$ cat src/sv/conv3x3_gain_offset_clamp_macros.svh
// assertion macros for the 3x3 convolution block
`ifndef CONV3X3_GAIN_OFFSET_CLAMP_MACROS_SVH
`define CONV3X3_GAIN_OFFSET_CLAMP_MACROS_SVH
`ifndef SYNTHESIS
`define CGOC_ASSERT_IMP(lbl, ante, cons, msg) \
  lbl: assert property (@(posedge clk) disable iff (!rst_n) (ante) |-> (cons)) \
    else $error(msg);
`define CGOC_ASSERT_NXT(lbl, ante, cons, msg) \
  lbl: assert property (@(posedge clk) disable iff (!rst_n) (ante) |=> (cons)) \
    else $error(msg);
`else
`define CGOC_ASSERT_IMP(lbl, ante, cons, msg)
`define CGOC_ASSERT_NXT(lbl, ante, cons, msg)
`endif
`endif

$ cat src/sv/cgoc_pkg.sv
// shared types and constants of the 3x3 convolution block
package cgoc_pkg;

  localparam int WIDTH_REG_W  = 12;
  localparam int HEIGHT_REG_W = 13;
  localparam int KERN_W       = 24;
  localparam int GAIN_W       = 24;
  localparam int OFFSET_W     = 11;
  localparam int IN_ROW_W     = 13;
  localparam int OUT_ROW_W    = 12;
  localparam int CFG_AW       = 5;

  localparam logic [HEIGHT_REG_W-1:0] HEIGHT_CAP = 13'd4096;
  localparam logic [HEIGHT_REG_W-1:0] MIN_DIM    = 13'd3;

  localparam logic [2:0] REG_WIDTH  = 3'd0;
  localparam logic [2:0] REG_HEIGHT = 3'd1;
  localparam logic [2:0] REG_K_TOP  = 3'd2;
  localparam logic [2:0] REG_K_MID  = 3'd3;
  localparam logic [2:0] REG_K_BOT  = 3'd4;
  localparam logic [2:0] REG_GAIN   = 3'd5;
  localparam logic [2:0] REG_OFFSET = 3'd6;

  localparam logic [WIDTH_REG_W-1:0]  RST_WIDTH  = 12'd640;
  localparam logic [HEIGHT_REG_W-1:0] RST_HEIGHT = 13'd480;
  localparam logic [KERN_W-1:0]       RST_K_TOP  = 24'h000000;
  localparam logic [KERN_W-1:0]       RST_K_MID  = 24'h000100;
  localparam logic [KERN_W-1:0]       RST_K_BOT  = 24'h000000;
  localparam logic [GAIN_W-1:0]       RST_GAIN   = 24'h010000;
  localparam logic [OFFSET_W-1:0]     RST_OFFSET = 11'd0;

  typedef logic [7:0] pix_t;
  typedef logic [2:0][2:0][7:0] win_t;
  typedef logic [2:0][KERN_W-1:0] kern_t;

  typedef struct packed {
    logic start;
    pix_t centre;
  } filt_ctrl_t;

  typedef struct packed {
    logic done;
    pix_t value;
  } filt_stat_t;

endpackage

$ cat src/sv/cgoc_filter.sv
// kernel multiply-accumulate, gain, offset, magnitude, clamp and rounding
`include "conv3x3_gain_offset_clamp_macros.svh"
module cgoc_filter (
  input  logic                           clk,
  input  logic                           rst_n,
  input  cgoc_pkg::filt_ctrl_t           ctrl,
  input  cgoc_pkg::win_t                 win,
  input  cgoc_pkg::kern_t                kern,
  input  logic [cgoc_pkg::GAIN_W-1:0]    gain,
  input  logic [cgoc_pkg::OFFSET_W-1:0]  offset,
  output cgoc_pkg::filt_stat_t           stat
);
  import cgoc_pkg::*;

  typedef enum logic [3:0] {
    F_IDLE = 4'b0001,
    F_MAC  = 4'b0010,
    F_MUL  = 4'b0100,
    F_FIN  = 4'b1000
  } fst_t;

  localparam logic [44:0] CLAMP_LIM  = 45'(255) << 16;
  localparam logic [23:0] ROUND_HALF = 24'h008000;

  fst_t               fst_r, fst_nxt;
  logic [1:0]         row_r, row_nxt;
  logic signed [19:0] acc_r, acc_nxt;
  logic signed [43:0] prod_r;

  logic [KERN_W-1:0]  taps;
  logic [2:0][7:0]    prow;
  logic signed [16:0] prd [3];
  logic signed [18:0] row_sum;
  logic signed [44:0] psum;
  logic [44:0]        mag;
  logic [23:0]        rnd;

  always_comb begin
    case (row_r)
      2'd0: begin
        taps = kern[0];
        prow = win[0];
      end
      2'd1: begin
        taps = kern[1];
        prow = win[1];
      end
      default: begin
        taps = kern[2];
        prow = win[2];
      end
    endcase
    for (int c = 0; c < 3; c++) begin
      prd[c] = $signed(taps[8*c +: 8]) * $signed({1'b0, prow[c]});
    end
    row_sum = 19'(prd[0]) + 19'(prd[1]) + 19'(prd[2]);
  end

  always_comb begin
    fst_nxt = fst_r;
    row_nxt = row_r;
    acc_nxt = acc_r;
    case (fst_r)
      F_IDLE: begin
        if (ctrl.start) begin
          row_nxt = 2'd0;
          if (offset != '0) begin
            acc_nxt = $signed({12'b0, ctrl.centre});
            fst_nxt = F_MUL;
          end else begin
            acc_nxt = '0;
            fst_nxt = F_MAC;
          end
        end
      end
      F_MAC: begin
        acc_nxt = acc_r + 20'(row_sum);
        row_nxt = row_r + 2'd1;
        if (row_r == 2'd2) begin
          fst_nxt = F_MUL;
        end
      end
      F_MUL: fst_nxt = F_FIN;
      F_FIN: fst_nxt = F_IDLE;
      default: fst_nxt = F_IDLE;
    endcase
  end

  always_ff @(posedge clk) begin
    if (!rst_n) begin
      fst_r <= F_IDLE;
      row_r <= 2'd0;
    end else begin
      fst_r <= fst_nxt;
      row_r <= row_nxt;
    end
  end

  always_ff @(posedge clk) begin
    acc_r <= acc_nxt;
    if (fst_r == F_MUL) begin
      prod_r <= $signed(gain) * acc_r;
    end
  end

  // offset is zero in convolution mode, so it can always be added
  always_comb begin
    psum = {prod_r[43], prod_r} + $signed({{18{offset[OFFSET_W-1]}}, offset, 16'b0});
    mag  = psum[44] ? 45'(-psum) : 45'(psum);
    rnd  = mag[23:0] + ROUND_HALF;
    stat.done  = (fst_r == F_FIN);
    stat.value = (mag > CLAMP_LIM) ? 8'd255 : rnd[23:16];
  end

  `CGOC_ASSERT_IMP(a_start_idle, ctrl.start, fst_r == F_IDLE, "filter started while busy")

endmodule

$ cat config.mk
export PLATFORM = sky130hd
export DESIGN_NAME = cgoc_filter
export DESIGN_NICKNAME = d
export VERILOG_FILES = /design/src/sv/cgoc_pkg.sv /design/src/sv/cgoc_filter.sv
export VERILOG_INCLUDE_DIRS = /design/src /design/src/sv
export SDC_FILE = /design/constraint.sdc
export NUM_CORES = 2
export LEC_CHECK = 0
export BUFFER_PORTS_ARGS = -buffer_cell sky130_fd_sc_hd__buf_2
export CAP_MARGIN = 20
export CORE_MARGIN = 10
export CORE_UTILIZATION = 60
export DETAILED_ROUTE_END_ITERATION = 6
export GPL_ROUTABILITY_DRIVEN = 0
export GPL_TIMING_DRIVEN = 0
export PLACE_DENSITY = 0.75
export SYNTH_ARGS = -nofsm -noshare
export SYNTH_HDL_FRONTEND = slang
export SYNTH_SLANG_ARGS = --single-unit
$ cat constraint.sdc
create_clock -name clk -period 8.7 [get_ports clk]
set_input_delay 0.87 -clock clk [delete_from_list [all_inputs] [get_ports clk]]
set_output_delay 0.87 -clock clk [all_outputs]
set_load 0.005 [all_outputs]
==> flow_summary.json <==
{
  "cp.required_ns": 8.83,
  "slew_headroom_pct": 34.5,
  "regArea_um2": 2040,
  "fp.dieArea_um2": 60700,
  "cp-end-kind": "flop",
  "regToRegStartpoint": "row_r[0]",
  "period_share_pct": 95.3,
  "grt_overflow_total": 0,
  "antenna_found_initial": 3,
  "yosysWarningCount": 0,
  "cts.sinks": 70,
  "numCtsBuffers": 9,
  "crit_top_cell": "fa_1",
  "synth_area_um2": 30800,
  "cts_root_buf": "clkbuf_16",
  "layout-area-overhead-vs-synth_pct": 6.98,
  "via_per_inst": 5.58,
  "critPathMaxFanout": 10,
  "period_minus_slack_ns": 8.29,
  "status": "complete, no violations",
  "hold_depth": 2,
  "hp-class": "flop to flop",
  "ys_seq_area_share_pct": 6.64,
  "setup_ws_ns": 0.413,
  "routed_wl_mm": 80.8,
  "die_h_um": 246,
  "io_pins": 199,
  "fmax_mhz": 121,
  "grt_use_total_pct": 27.3,
  "first_global_vias": 24365,
  "finalNetCount": 4761,
  "grt_pass1_wl_mm": 129,
  "core_area_um2": 50500,
  "cts_buffer_depth": 2,
  "syn_inst": 3426,
  "yosysMostFrequentCell": "inv_1",
  "synth_edf_count": 64,
  "multi_input_area_um2": 25300,
  "cts_tree": "yes",
  "postCtsSetupBuffers": 0,
  "dieWidth_um": 246,
  "synth-async-reset-ratio_pct": 0,
  "fin_util_pct": 65.2,
  "clk_latency_ns": 0.39,
  "ys_types": 80,
  "yosys.area.top_type_share_pct": 44.0,
  "fillCellCount": 4303,
  "synth.ff_latch_count": 70,
  "synthesis.nets": 4567,
  "hold_viol": 0,
  "firstDrtPassIters": 6,
  "drcViolationCount": 0,
  "finClkSkew_ns": 0.0203,
  "port-buffer-count": 174,
  "worst_slew_pin_slew_ns": 0.983,
  "crit_type": "flop to flop",
  "start_kind": "flop",
  "place_hpwl_mm": 70.7,
  "yosys-top-cells-area": "fa_1, ha_1, inv_1, edfxtp_1, nand2_1",
  "detail-route-antenna-nets": 0,
  "synthFlopType": "edfxtp_1",
  "grt_max_degree": 21,
  "layout-drive-gt1-share_pct": 7.53,
  "crit_slowest_cell": "fa_1",
  "setup_viol": 0,
  "start_util_pct": 61.0,
  "drt_iter0_drc": 2018,
  "min-delay-start": "row_r[0]",
  "r2r_slack_ns": 0.41,
  "yosysTopAreaCell": "fa_1",
  "syn_avg_cell_area_um2": 8.98,
  "num_vias": 23979,
  "crit_path_max_incr_delay_ns": 0.55,
  "finalMaxSlewViolations": 0,
  "r2r_cells": 32,
  "cp.arrival_ns": 8.41,
  "rows": 82,
  "wl_per_cell_um": 18.8,
  "reg2reg_to": "acc_r[18]",
  "cts.reportedPaths.clkPinSlew_ns": 0.07,
  "maxCapViolations": 0,
  "cts_max_level": 3,
  "place_ws_ns": 0.0318,
  "min_to": "row_r[0]",
  "yosys-top-cells-count": "inv_1, fa_1, nand2_1"
}
critical path: cells and delay by family, from the launching register on:
| kind | cells | cell delay [ns] |
|---|---|---|
| AND/OR/NAND/NOR | 6 | 0.93 |
| flip-flops | 1 | 0.35 |
| XOR/XNOR | 1 | 0.15 |
| buffers and inverters | 8 | 0.95 |
| AO/OA/AOI/OAI | 8 | 1.55 |
| adder cells (fa/ha/maj) | 9 | 4.10 |
layer usage:
layer	vias up	GRT usage (%)	routed length, um
met4	6	9.60	2920
li1	10857	-	-
met1	11936	37.1	32300
met3	156	6.59	8490
met2	1024	42.1	37100
met5	-	0	51
state kept, by name, indices dropped and copies added, names as in the netlist:
register  cells
row_r         2
prod_r       44
acc_r        20
fst_r         4
kinds of logic (layout without fill, tap and decap cells):
kind of cell,Yosys count,in the layout,synth area share (%)
XOR/XNOR,99,99,2.82
buffers and inverters,922,1121,11.4
AND/OR/NAND/NOR,991,991,15.4
other,0,1,0
adder cells (fa/ha/maj),951,951,55.2
flip-flops,70,70,6.64
AO/OA/AOI/OAI,389,389,8.46
multiplexers,4,4,0.130
what timing repair did:
item | 4_1_cts | 5_1_grt
hold buffers | 0 | 0
resized for setup | 0 | 24
endpoints found under the setup margin | 0 | 10
endpoints found under the hold margin | 0 | 0
stage by stage:
stage | cells | cell area (um2) | setup TNS, ns | hold slack (ns)
after detailed placement | 4281 | 32600 | 0 | 0.485
after global routing | 4297 | 32900 | -0.00521 | 0.510
final | 4298 | 32900 | 0 | 0.486
after floorplan | 3426 | 30800 | 0 | 0.458
after global placement | 4272 | 32500 | -0.222 | 0.476
after CTS | 4297 | 32900 | 0 | 0.490
layout by cell type (no fill, tap or decap), types with 9 or more instances in the layout:
master     instances
and2_1           189
ha_1             274
nand3_1           26
o21ai_0           49
nor2_1           198
edfxtp_1          64
or2_2             25
a21o_1            50
inv_1            802
clkbuf_16          9
nor3_1            21
nor4_1            10
buf_4             10
nand2b_1          21
xor2_1            25
nand2_1          428
a22o_1            43
clkbuf_2          12
o21a_1            16
xnor2_1           74
o21bai_1          10
o211ai_1           9
fa_1             677
a211oi_1          17
a21oi_1          120
buf_2            175
clkbuf_1          97
a22oi_1            9
worst max path at each step:
stage / slack (ns) / cells after the start / end / start
after floorplan: 1.24 / 32 / acc_r[18] / row_r[0]
after global placement: -0.12 / 28 / acc_r[19] / row_r[0]
after detailed placement: 0.03 / 32 / acc_r[18] / row_r[0]
after CTS: 0.01 / 32 / acc_r[18] / row_r[0]
after global routing: -0.005 / 32 / acc_r[18] / row_r[0]
final: 0.41 / 32 / acc_r[18] / row_r[0]
cell type report:
type,count,share of cell area [%]
multi-input combinational,2434,76.7
inverter,803,9.17
sequential,70,6.20
timing repair buffer,184,2.88
tap,672,2.55
buffer,118,1.52
clock buffer,10,0.696
clock inverter,6,0.262
antenna,1,0.00760
Power is left out: the tool's default activity adds up to more than one toggle a clock period on the data nets, which glitch-free logic cannot reach.
